--- config.mk ---
export PLATFORM = sky130hd
export DESIGN_NAME = quadrature_encoder_accumulator_top
export DESIGN_NICKNAME = d
export VERILOG_FILES = /design/src/rtl/qea_pkg.sv /design/src/rtl/qea_regs.sv /design/src/rtl/qea_core.sv /design/src/rtl/qea_skid.sv /design/src/rtl/quadrature_encoder_accumulator_top.sv
export SDC_FILE = /design/constraint.sdc
export NUM_CORES = 1
export LEC_CHECK = 0
export BUFFER_PORTS_ARGS = -buffer_cell sky130_fd_sc_hd__buf_2
export CORE_UTILIZATION = 62
export CTS_CLUSTER_SIZE = 24
export DETAILED_ROUTE_END_ITERATION = 8
export PLACE_DENSITY = 0.82
export SLEW_MARGIN = 20
export SYNTH_ARGS = -nofsm -noshare
export SYNTH_HDL_FRONTEND = slang
export SYNTH_SLANG_ARGS = --single-unit
--- constraint.sdc ---
create_clock -name i_clk -period 9.6 [get_ports i_clk]
set_input_delay 1.92 -clock i_clk [delete_from_list [all_inputs] [get_ports i_clk]]
set_output_delay 1.92 -clock i_clk [all_outputs]
set_load 0.1 [all_outputs]
--- src/rtl/qea_pkg.sv ---
// ----------------------------------------------------------------------------
// qea_pkg: shared types and constants for the quadrature encoder accumulator
// Word formats, register indexes and the full-step decoder state table.
// ----------------------------------------------------------------------------
package qea_pkg;

    // accumulator width and the width of the sum before clamping
    localparam int VALUE_W = 32;
    localparam int SUM_W   = ((VALUE_W > 32) ? VALUE_W : 32) + 2;

    // APB address width: three registers at byte addresses 0, 4, 8
    localparam int ADDR_W = 4;

    // decoder table entry layout: state in low nibble, event in bits 5:4
    localparam logic [5:0] EV_CW   = 6'h10;
    localparam logic [5:0] EV_CCW  = 6'h20;
    localparam logic [5:0] EV_MASK = 6'h30;
    localparam logic [5:0] ST_MASK = 6'h0f;

    localparam logic [2:0] ST_START = 3'd0;

    // register indexes (paddr[3:2])
    typedef enum logic [1:0] {
        REG_STEP = 2'd0,
        REG_MIN  = 2'd1,
        REG_MAX  = 2'd2
    } t_reg_idx;

    // completed step reported on the output
    typedef enum logic [1:0] {
        DIR_IDLE = 2'd0,
        DIR_CW   = 2'd1,
        DIR_CCW  = 2'd2
    } t_dir;

    typedef struct packed {
        logic pin_b;
        logic pin_a;
    } t_in_word;

    typedef struct packed {
        logic signed [31:0] value;
        logic [1:0]         direction;
    } t_out_word;

    // configuration handed from the register file to the datapath
    typedef struct packed {
        logic [30:0]        step_size;
        logic signed [31:0] min_value;
        logic signed [31:0] max_value;
    } t_cfg;

    // next state and event, indexed by current state and {pin_b, pin_a}
    localparam logic [5:0] NEXT_TAB [0:7][0:3] = '{
        '{6'h00, 6'h02, 6'h04, 6'h00},
        '{6'h03, 6'h00, 6'h01, 6'h10},
        '{6'h03, 6'h02, 6'h00, 6'h00},
        '{6'h03, 6'h02, 6'h01, 6'h00},
        '{6'h06, 6'h00, 6'h04, 6'h00},
        '{6'h06, 6'h05, 6'h00, 6'h20},
        '{6'h06, 6'h05, 6'h04, 6'h00},
        '{6'h00, 6'h00, 6'h00, 6'h00}
    };

endpackage

--- src/rtl/qea_regs.sv ---
// ----------------------------------------------------------------------------
// qea_regs: APB configuration registers
// Holds step size and the saturation bounds; zero wait state access.
// ----------------------------------------------------------------------------
module qea_regs (
    input  logic                       i_clk,
    input  logic                       i_rst_n,
    input  logic                       psel,
    input  logic                       penable,
    input  logic                       pwrite,
    input  logic [qea_pkg::ADDR_W-1:0] paddr,
    input  logic [31:0]                pwdata,
    output logic [31:0]                prdata,
    output logic                       pready,
    output qea_pkg::t_cfg              o_cfg
);
    import qea_pkg::*;

    t_cfg     r_cfg;
    t_reg_idx w_idx;
    logic     w_wr;

    assign w_idx  = t_reg_idx'(paddr[3:2]);
    assign w_wr   = psel && penable && pwrite;
    assign pready = 1'b1;
    assign o_cfg  = r_cfg;

    // register writes
    always_ff @(posedge i_clk) begin
        if (!i_rst_n) begin
            r_cfg.step_size <= 31'd6554;
            r_cfg.min_value <= 32'sd0;
            r_cfg.max_value <= 32'sd6553600;
        end else if (w_wr) begin
            unique case (w_idx)
                REG_STEP: r_cfg.step_size <= pwdata[30:0];
                REG_MIN:  r_cfg.min_value <= pwdata;
                REG_MAX:  r_cfg.max_value <= pwdata;
                default:  ;
            endcase
        end
    end

    // read mux
    always_comb begin
        unique case (w_idx)
            REG_STEP: prdata = {1'b0, r_cfg.step_size};
            REG_MIN:  prdata = r_cfg.min_value;
            REG_MAX:  prdata = r_cfg.max_value;
            default:  prdata = 32'd0;
        endcase
    end

endmodule

--- src/rtl/qea_core.sv ---
// ----------------------------------------------------------------------------
// qea_core: decoder table step and saturating accumulator
// Advances the state table on each accepted sample and updates the value.
// ----------------------------------------------------------------------------
module qea_core (
    input  logic                i_clk,
    input  logic                i_rst_n,
    input  logic                i_accept,
    input  qea_pkg::t_in_word   i_word,
    input  qea_pkg::t_cfg       i_cfg,
    output qea_pkg::t_out_word  o_word
);
    import qea_pkg::*;

    localparam logic signed [SUM_W-1:0] HI_LIM = SUM_W'((64'sd1 <<< (VALUE_W - 1)) - 64'sd1);
    localparam logic signed [SUM_W-1:0] LO_LIM = -HI_LIM - SUM_W'(1);

    logic [2:0]                 r_state, n_state;
    logic signed [VALUE_W-1:0]  r_acc, n_acc;
    logic [5:0]                 w_entry;
    logic [5:0]                 w_ev;
    logic signed [SUM_W-1:0]    w_acc_x, w_step_x, w_min_x, w_max_x, w_sum, w_sat;
    t_dir                       w_dir;

    // table lookup
    assign w_entry = NEXT_TAB[r_state][{i_word.pin_b, i_word.pin_a}];
    assign w_ev    = w_entry & EV_MASK;
    assign n_state = 3'(w_entry & ST_MASK);

    assign w_acc_x  = SUM_W'(r_acc);
    assign w_step_x = SUM_W'({1'b0, i_cfg.step_size});
    assign w_min_x  = SUM_W'(i_cfg.min_value);
    assign w_max_x  = SUM_W'(i_cfg.max_value);

    // step, then clamp: max, min, then the accumulator range
    always_comb begin
        w_dir = DIR_IDLE;
        w_sum = w_acc_x;
        if (w_ev == EV_CW) begin
            w_dir = DIR_CW;
            w_sum = w_acc_x + w_step_x;
        end else if (w_ev == EV_CCW) begin
            w_dir = DIR_CCW;
            w_sum = w_acc_x - w_step_x;
        end
        w_sat = w_sum;
        if (w_sat > w_max_x) w_sat = w_max_x;
        if (w_sat < w_min_x) w_sat = w_min_x;
        if (w_sat > HI_LIM)  w_sat = HI_LIM;
        if (w_sat < LO_LIM)  w_sat = LO_LIM;
        n_acc = (w_dir == DIR_IDLE) ? r_acc : w_sat[VALUE_W-1:0];
    end

    // decoder state and accumulator
    always_ff @(posedge i_clk) begin
        if (!i_rst_n) begin
            r_state <= ST_START;
            r_acc   <= '0;
        end else if (i_accept) begin
            r_state <= n_state;
            r_acc   <= n_acc;
        end
    end

    // result word for this sample
    logic signed [SUM_W-1:0] w_new_x;
    assign w_new_x          = SUM_W'(n_acc);
    assign o_word.value     = w_new_x[31:0];
    assign o_word.direction = w_dir;

endmodule

--- src/rtl/qea_skid.sv ---
// ----------------------------------------------------------------------------
// qea_skid: output register with skid stage
// Registers result words; the skid entry takes one word while the output holds.
// ----------------------------------------------------------------------------
module qea_skid (
    input  logic                i_clk,
    input  logic                i_rst_n,
    input  logic                i_valid,
    input  qea_pkg::t_out_word  i_word,
    output logic                o_stall,
    output logic                o_accept,
    output logic                o_valid,
    input  logic                i_stall,
    output qea_pkg::t_out_word  o_word
);
    import qea_pkg::*;

    logic      r_out_valid, r_skid_valid;
    t_out_word r_out_word, r_skid_word;

    assign o_stall  = r_skid_valid;
    assign o_accept = i_valid && !r_skid_valid;
    assign o_valid  = r_out_valid;
    assign o_word   = r_out_word;

    // control
    always_ff @(posedge i_clk) begin
        if (!i_rst_n) begin
            r_out_valid  <= 1'b0;
            r_skid_valid <= 1'b0;
        end else if (!r_out_valid || !i_stall) begin
            if (r_skid_valid) begin
                r_out_valid  <= 1'b1;
                r_skid_valid <= 1'b0;
            end else begin
                r_out_valid  <= o_accept;
            end
        end else if (o_accept) begin
            r_skid_valid <= 1'b1;
        end
    end

    // payload
    always_ff @(posedge i_clk) begin
        if (!r_out_valid || !i_stall) begin
            r_out_word <= r_skid_valid ? r_skid_word : i_word;
        end else if (o_accept) begin
            r_skid_word <= i_word;
        end
    end

endmodule

--- src/rtl/quadrature_encoder_accumulator_top.sv ---
// ----------------------------------------------------------------------------
// quadrature_encoder_accumulator_top: rotary encoder step accumulator
// Decodes full detents from pin samples and keeps a saturating Q16.16 value.
//
//   channel   direction   handshake            word
//   in        input       i_in_valid/o_in_stall  t_in_word  {pin_b, pin_a}
//   out       output      o_out_valid/i_out_stall t_out_word {value, direction}
//   cfg       input       APB psel/penable      step_size, min_value, max_value
//
// One sample per cycle unless stalled; each result is registered at the output.
// The table step and clamped add sit between the state registers and the
// output register. Reset clears the decoder state, value and buffers.
// A stalled output holds one more word in the skid stage, then stalls input.
// ----------------------------------------------------------------------------
module quadrature_encoder_accumulator_top (
    input  logic                       i_clk,
    input  logic                       i_rst_n,
    input  logic                       i_in_valid,
    output logic                       o_in_stall,
    input  qea_pkg::t_in_word          i_in_word,
    output logic                       o_out_valid,
    input  logic                       i_out_stall,
    output qea_pkg::t_out_word         o_out_word,
    input  logic                       psel,
    input  logic                       penable,
    input  logic                       pwrite,
    input  logic [qea_pkg::ADDR_W-1:0] paddr,
    input  logic [31:0]                pwdata,
    output logic [31:0]                prdata,
    output logic                       pready
);
    import qea_pkg::*;

    t_cfg      w_cfg;
    t_out_word w_res;
    logic      w_accept;

    qea_regs u_regs (
        .i_clk   (i_clk),
        .i_rst_n (i_rst_n),
        .psel    (psel),
        .penable (penable),
        .pwrite  (pwrite),
        .paddr   (paddr),
        .pwdata  (pwdata),
        .prdata  (prdata),
        .pready  (pready),
        .o_cfg   (w_cfg)
    );

    qea_core u_core (
        .i_clk    (i_clk),
        .i_rst_n  (i_rst_n),
        .i_accept (w_accept),
        .i_word   (i_in_word),
        .i_cfg    (w_cfg),
        .o_word   (w_res)
    );

    qea_skid u_skid (
        .i_clk    (i_clk),
        .i_rst_n  (i_rst_n),
        .i_valid  (i_in_valid),
        .i_word   (w_res),
        .o_stall  (o_in_stall),
        .o_accept (w_accept),
        .o_valid  (o_out_valid),
        .i_stall  (i_out_stall),
        .o_word   (o_out_word)
    );

endmodule

---- Word-level counts from Yosys, hierarchy flattened ----
Memories as Yosys holds them, arrays and structs flattened.
Index checks and enable logic that the tools add are counted.
storage, ports and cells
  memories ................................ 1
  bits in read-only memories .............. 192
  logic and storage cells ................. 59
  bits of input ports ..................... 45
  output and inout bits ................... 69
  bits in registers ....................... 200
memory list
  memory            words  bits a word  read ports  clocked after Yosys merged registers in  write ports  RTL line        source
  (name not given)  8      24           1           0                                        0            qea_core.sv:26  assign w_entry = NEXT_TAB[r_state][{i_word.pin_b, i_word.pin_a}];
cells by class
  bitwise gates (word level) .............. 4
  muxes and demuxes ....................... 17
  $add $sub $neg .......................... 2
  magnitude comparators ................... 6
  eq/ne operators ......................... 4
  reduce and logical (&&, ||, !) cells .... 14
operators by type and width
  operator              count
  $mux 34               6
  $pmux 32 s3           1
  $mux 32               2
  $mux 24               2
  $gt 34x32->1          1
  $gt 34x32->1 const B  1
  $lt 34x32->1          1
  $lt 34x32->1 const B  1
  $add 32x32->33        1
  $sub 32x32->33        1
  $bmux 6 s2            1
  $mux 6                2
  $reduce_and 2->1      4
  $eq 2x1->1 const B    2
  $eq 2x2->1 const B    2
  $ge 4x4->1 const B    1
  $logic_not 2->1       2
  $mux 2                2
  $not 3->4             1
  $ge 3x3->1 const B    1
  $logic_and 1x1->1     3
  $logic_not 1->1       3
  $not 2->3             1
  $not 1->1             2
  3 further kinds       3

---- Longest topological paths before layout ----
Gate-level depths: netlist of the first run.
  depth in word-level cells ............... 20
  depth in mapped cells ................... 40
  gate-level depth less buffers ........... 34

---- Cells and area by module ----
A second synthesis of the first run with hierarchy kept.
second synthesis, totals
  cell total of the unflattened synthesis .. 1885
  area total of the unflattened synthesis .. 15904.0 sq um
by module, submodules not included
  module    sequential area each (sq um)  area an instance (sq um)  cells each  times used
  qea_core  700.7                         8986.1                    1302        1
  qea_regs  1901.8                        4252.8                    469         1
  qea_skid  2082.0                        2665.1                    114         1

---- Least setup slack after synthesis of the first run ----
Ideal clock, no wire load.
  path kind ............................... input to register
  start point ............................. input i_in_word[0] (netlist name)
  end point ............................... register u_skid.r_out_word (netlist bit u_skid.o_word[10]) (data pin)
  required time ........................... 9.339 ns
  cell stages on the path ................. 35
  data arrival time ....................... 8.439 ns
  library setup time ...................... 0.261 ns
  path slack .............................. 0.900 ns
  cells stage by stage .................... clkbuf_1 nand3_1 nand2b_1 inv_1 ha_1 buf_2 nor2b_1 clkbuf_1 o311ai_1 a21oi_1 o31ai_1 nand3_1 or4_1 and2_1 ha_1 nand3_1 nor3_2 nand2_1 o41ai_1 o22a_2 nand2_1 clkbuf_1 mux2_2 ha_1 nand3_1 o221ai_1 a221oi_1 a21boi_0 o32ai_1 nand3_1 o211a_1 buf_4 clkbuf_1 o22a_1 a221o_1
RTL lines
  item                    RTL line                                  source
  start: declaration      quadrature_encoder_accumulator_top.sv:20  input qea_pkg::t_in_word i_in_word,
  end signal: assignment  qea_skid.sv:46                            r_out_word <= r_skid_valid ? r_skid_word : i_word;
  end: declaration        qea_skid.sv:19                            t_out_word r_out_word, r_skid_word;

==> run_results.csv, run 1 <==
group,metric,value,unit
clocking,cts_max_level,4,
die,die_w,159,µm
run_status,status,"complete, no violations",
yosys,synthCells,1932,
die,start_util,63.1,%
finish,area_growth,9.43,%
finish,layout_commonest_cell,"nand2_1",
die,chipHeight,159,µm
yosys,synth_top_area_share,17.2,%
hold_path,holdPathStages,2,
yosys,synth-edff-count,68,
global_routing,grt_pass1_wl,78200,µm
clocking,ctsRootBufferMaster,"clkbuf_16",
setup_path,r2r_start,"u_regs.o_cfg[79]",
sta,min_period,9.33,ns
routing,drcViolationCount,0,
yosys,synth-async-reset-ratio,0,%
yosys,syn-num-nets,2113,
sta,finClkSkew,0.0223,ns
finish,nets,2161,
yosys,ys.flop_type,"dfxtp_1",
global_routing,gr-usage-all-layers,39.2,%
power,pwr-share-comb,23.0,%
setup_path,crit_fanout,29,
routing,wl,49900,µm
routing,ant_nets,0,
die,rows,57,
setup_path,crit_path_max_incr_delay,0.65,ns
clocking,cts_max_path_buffers,2,
routing,via_count,15117,
global_routing,grt_max_degree,105,
setup_path,start_kind,"primary input",
finish,fillers,1941,
clocking,numCtsBuffers,17,
setup_path,r2r_slack,0.80,ns
place,port_buffers,110,
sta,rsz0062_at_grt,"false",
global_routing,gr-total-overflow,0,
routing,dr.first_iter.drc_count,1598,
yosys,syn_area,15400,µm²
hold_path,min_path_type,"register to register",
die,core_area,24300,µm²
global_routing,antenna_found_initial,0,
global_routing,grt_pass1_vias,14120,
routing,avgRoutedWirePerCell,21.6,µm
setup_path,critPathTopFamily,"compound AO/OA/AOI/OAI gates",
sta,worst_slew_pin_slew,1.08,ns
power,sw_frac_of_total,34.3,%
power,clock_power_share,35.4,%
finish,antenna_cells_inserted,0,
yosys,ys_warn_count,0,
setup_path,worstSetupEndpointType,"register",
power,internal_power,1420,µW
power,cellPowerDensity,128,nW/µm²
clocking,postCtsHoldBufs,0,
sta,max_freq,0.107,GHz
sta,relSlewSlack,27.5,%
place,gp_congestion,0.977,
sta,hold_viol_final,0,
place,dp.final_hpwl,37500,µm
hold_path,min_from,"u_regs.o_cfg[5]",
finish,seq_area,4690,µm²
routing,drt-pass1-iter-count,5,
setup_path,worstPathRequired,9.79,ns
place,dpl.cell_count,2285,
clocking,clk_pin_slew,0.08,ns
power,p_sw,741,µW
power,ir_worst_vdd,0.0953,mV
sta,slew_violations,0,
power,fin_total_pwr,2160,µW
setup_path,crit_path_top_delay_cell,"a2111oi_0",
run,maxCapViolations,0,
power,p_leak,0.00722,µW
setup_path,r2r_cells,31,
setup_path,worst-path-buf-inv,5,
routing,via_per_inst,6.52,
finish,layout_common_cells,"nand2_1 (343), inv_1 (143), ha_1 (134), dfxtp_1 (131), o21ai_0 (126)",
yosys,yosysTopAreaCell,"dfxtp_1",
finish,drive_gt1_share,12.5,%
yosys,seq_area_frac_synth,30.5,%
sta,setup_violations,0,
finish,multi_input_area,9630,µm²
sta,post-route-period-util,97.2,%
hold_path,hold_end,"u_regs.o_cfg[5]",
power,p_seq_share,41.6,%
clocking,cts_sinks,200,
finish,layout.cells.non_filler,2317,
yosys,synthTopCellsByArea,"dfxtp_1 (17%), edfxtp_1 (13%), ha_1 (11%)",
die,die-area,25400,µm²
die,num_io_pins,114,
clocking,clock_latency,0.45,ns
setup_path,worstPathArrival,9.52,ns
yosys,ys_ff_latch,200,
setup_path,r2r-end,"u_skid.o_word[4]",
setup_path,crit_type,"primary input to register",
yosys,yosysUniqueCellTypes,86,
clocking,cts_tree,"yes",
yosys,synth_area_per_cell,7.95,µm²
power groups by stage:
stage | sequential (µW) | clock (µW) | combinational [µW]
2_1_floorplan | 970 | 0 | 224
3_3_place_gp | 916 | 0 | 467
3_5_place_dp | 917 | 0 | 472
4_1_cts | 897 | 762 | 475
5_1_grt | 899 | 794 | 513
6_report | 897 | 763 | 497
flip-flops by register name, indices dropped and copies added, names as in the netlist:
signal,cells
u_core.r_acc,32
u_core.r_state,3
u_regs.o_cfg,95
u_skid.o_stall,1
u_skid.o_valid,1
u_skid.o_word,34
u_skid.r_skid_word,34
tightest hold or removal path, stage by stage (launching register included):
cell,delay (ns)
dfxtp_1,0.33
nand2_1,0.06
a21boi_0,0.06
synth_stat cells (all sizes together), types with 30 or more instances:
cell type / number
a22o: 36
ha: 134
mux2i: 40
inv: 146
buf: 39
a21oi: 118
nor2: 115
nand2: 343
a21boi: 92
nand3: 30
edfxtp: 68
clkbuf: 86
dfxtp: 132
o21ai: 131
worst max path at each step:
stage / slack [ns] / endpoint / depth (start not counted) / start
CTS: 0.35 / u_skid.r_skid_word[6] / 29 / i_in_word[0]
global route: 0.05 / u_core.r_acc[28] / 33 / i_in_word[0]
global placement: 0.08 / u_skid.r_skid_word[6] / 29 / i_in_word[0]
floorplan: 0.90 / u_skid.o_word[10] / 35 / i_in_word[0]
finish: 0.27 / u_skid.o_word[4] / 30 / i_in_word[0]
detailed placement: -0.04 / u_skid.r_skid_word[6] / 29 / i_in_word[0]
metal layers:
metal | up-vias | global-route usage, % | share of wire [%]
met5 | - | 0 | 0
li1 | 7042 | - | -
met4 | 0 | 11.3 | 2.2
met3 | 86 | 8.21 | 12
met1 | 7163 | 57.1 | 44
met2 | 826 | 58.2 | 43
layout make-up:
type	count	area share (%)
Inverter	146	3.26
Timing Repair Buffer	154	5.54
Sequential cell	200	27.9
Multi-Input combinational cell	1461	57.3
Clock inverter	13	0.908
Tap cell	324	2.41
Clock buffer	19	2.70
repair_timing:
action                     4_1_cts  5_1_grt
setup endpoints to repair        0       85
setup buffers                    0        0
resized for setup                0        2
kinds of logic after synthesis:
family                   synth area share, %
AO/OA/AOI/OAI                           28.7
XOR/XNOR                               0.171
adder cells (fa/ha/maj)                 11.2
buffers and inverters                   7.11
flip-flops                              30.5
multiplexers                            4.29
other                                 0.0244
AND/OR/NAND/NOR                         18.0
per-stage QoR:
step / cell area [µm²] / util (%) / setup WS (ns) / setup TNS [ns] / hold slack (ns)
floorplan: 15400 / - / 0.900 / 0 / 0.457
global placement: 16200 / 66.5 / 0.0781 / 0 / 0.468
detailed placement: 16200 / 66.5 / -0.0415 / -0.169 / 0.484
CTS: 16800 / 69.0 / 0.349 / 0 / 0.495
global route: 16800 / 69.1 / 0.0464 / 0 / 0.520
finish: 16800 / 69.1 / 0.270 / 0 / 0.495
No activity file was read; power rests on OpenSTA's default activity.
==> inputs of run 2 (changes only) <==
- ABC_AREA: unset -> 1
==> run 2 against run 1 <==
The run now ends with design-rule violations left. Global-route usage is 1.3 points higher. Critical endpoint is now u_skid.o_word[16]. Routed wire length increased by 6.5%. Via count rose by 8.5%. Cell count increased by 19%. Combinational power increased to 2.6 times the previous value. Register-to-register slack better by 0.91 ns.
==> run_results.csv, run 2 <==
group,metric,value,unit
finish,antenna_cells_inserted,0,
setup_path,r2r_slack,1.71,ns
routing,avgRoutedWirePerCell,19.3,µm
setup_path,crit_type,"primary input to register",
yosys,synth_top_family_by_area,"simple AND/OR/NAND/NOR gates",
setup_path,crit_path_top_delay_cell,"a211oi_1",
setup_path,start_kind,"primary input",
yosys,synthCells,2355,
yosys,synth-async-reset-ratio,0,%
routing,via_count,16400,
finish,area_growth,8.37,%
place,gp_congestion,0.993,
finish,postLayoutCoreUtil,68.6,%
sta,setup_violations,0,
yosys,synth-simple-area-share,28.2,%
setup_path,cpMostUsedCell,"nand2_1",
global_routing,grt_max_degree,97,
power,ir_worst_vdd,0.114,mV
finish,layout.cells.non_filler,2750,
finish,largest_reg_flops,95,
clocking,ctsRootBufferMaster,"clkbuf_16",
clocking,cts_max_path_buffers,2,
yosys,yosysMostFrequentCell,"nand2_1",
yosys,synth_commonest_cells,"nand2_1 (553), inv_1 (338), a21oi_1 (229)",
yosys,synthTopCellsByArea,"dfxtp_1 (17%), nand2_1 (13%), edfxtp_1 (13%)",
yosys,synth_top_area_share,16.6,%
finish,drive_gt1_share,14.1,%
routing,ant_nets,0,
clocking,postCtsHoldBufs,0,
clocking,numCtsBuffers,17,
die,num_io_pins,114,
setup_path,crit_fanout,32,
sta,relSlewSlack,18.2,%
sta,post-route-period-util,92.5,%
yosys,synthAdderAreaFrac,10.8,%
place,port_buffers,110,
finish,fillers,2180,
yosys,ys_warn_count,0,
clocking,clk_pin_slew,0.08,ns
global_routing,antenna_found_initial,0,
sta,hold_viol_final,0,
finish,seq_area,4680,µm²
clocking,cts_tree,"yes",
yosys,yosysTopAreaCell,"dfxtp_1",
yosys,syn-num-nets,2536,
sta,min_period,8.88,ns
finish,layout_common_cells,"nand2_1 (553), inv_1 (338), a21oi_1 (229), o21ai_0 (174), nor2_1 (161)",
yosys,yosysUniqueCellTypes,59,
setup_path,crit_path_max_incr_delay,0.52,ns
finish,layout_commonest_cell,"nand2_1",
place,dp.final_hpwl,40700,µm
clocking,cts_sinks,200,
setup_path,worstPathRequired,9.80,ns
die,chipHeight,162,µm
clocking,post-cts-setup-buffers,0,
clocking,cts-resized-gates,0,
global_routing,grt_pass1_vias,14731,
global_routing,grt_pass1_wl,81400,µm
sta,finClkSkew,0.0190,ns
routing,via_per_inst,5.96,
run,maxCapViolations,0,
yosys,syn_area,15900,µm²
run_status,failed_checks,"design-rule violations",
die,core_area,25200,µm²
place,dpl.cell_count,2718,
place,dp_slack,0.599,ns
yosys,synth_mux_area_share,0,%
sta,setup_tns,0,ns
yosys,synth_compound_area_share,18.8,%
power,cellPowerDensity,173,nW/µm²
die,rows,58,
die,die_w,162,µm
routing,drcViolationCount,2,
yosys,seq_area_frac_synth,29.4,%
sta,slew_violations,0,
sta,setup_ws,0.724,ns
clocking,cts_max_level,4,
global_routing,gr-usage-all-layers,40.5,%
yosys,synth-edff-count,68,
yosys,ys_ff_latch,200,
yosys,synth_area_per_cell,6.77,µm²
power,p_leak,0.00884,µW
yosys,synth-xor-area-share,0.714,%
routing,drt-pass1-iter-count,9,
sta,rsz0062_at_grt,"false",
routing,dr.first_iter.drc_count,2157,
yosys,ys.flop_type,"dfxtp_1",
sta,max_freq,0.113,GHz
run_status,status,"finished with violations",
clocking,clock_latency,0.46,ns
finish,multi_input_area,9330,µm²
setup_path,worstPathArrival,9.07,ns
setup_path,worstSetupEndpointType,"register",
die,start_util,63.3,%
die,die-area,26400,µm²
global_routing,gr-total-overflow,0,
sta,holdWs,0.501,ns
routing,wl,53200,µm
hold_path,min_path_type,"register to register",
finish,nets,2588,
sta,worst_slew_pin_slew,1.23,ns
-- run 2: metal layers --
metal / part of all wire, % / track usage, % / up-vias / routed length, µm
li1: - / - / 7752 / -
met1: 44 / 58.9 / 7577 / 23300
met2: 43 / 62.2 / 962 / 22800
met3: 11 / 6.16 / 109 / 5830
met4: 2.4 / 10.4 / 0 / 1270
met5: 0 / 0 / - / 0
-- run 2: stage by stage --
stage                     power, µW  area [µm²]
final                          2990       17300
after global routing           3130       17300
after CTS                      2950       17300
after detailed placement       2200       16700
after global placement         2170       16700
after floorplan                1930       15900
-- run 2: path summary, 6_finish.rpt --
kind / endpoint / depth (start not counted) / start
max: u_skid.o_word[16] / 41 / i_in_word[0]
max reg2reg: u_skid.o_word[16] / 42 / u_core.r_state[1]
min: u_regs.o_cfg[15] / 2 / u_regs.o_cfg[15]
min reg2reg: u_regs.o_cfg[15] / 2 / u_regs.o_cfg[15]
-- run 2: cell type report --
type	instances	area share, %
Inverter	364	7.93
Clock buffer	20	2.71
Multi-Input combinational cell	1681	54.0
Sequential cell	200	27.1
Tap cell	330	2.39
Timing Repair Buffer	143	4.98
Clock inverter	12	0.862
-- run 2: kinds of logic (layout without fill, tap and decap cells) --
logic type                 Yosys count  in the layout
xor gates and xnor gates            13             13
other                                1              1
buffers and inverters              474            539
adders and majority gates          136            136
DFF                                200            200
AOI/OAI and AO/OA                  531            531
and+or+nand+nor                   1000           1000
-- run 2: power by group --
| group | leakage (µW) | switching (µW) | internal, µW | total (µW) |
|---|---|---|---|---|
| clock | 0.000303 | 379 | 396 | 775 |
| sequential | 0.00178 | 23.0 | 914 | 937 |
| combinational | 0.00676 | 904 | 372 | 1280 |
-- run 2: worst max-delay path, delay by kind of cell --
| family | cells | cell delay [ns] |
|---|---|---|
| buf+inv | 8 | 1.44 |
| compound gates | 6 | 1.62 |
| simple gates | 24 | 2.94 |
| fa+ha+maj | 3 | 1.11 |
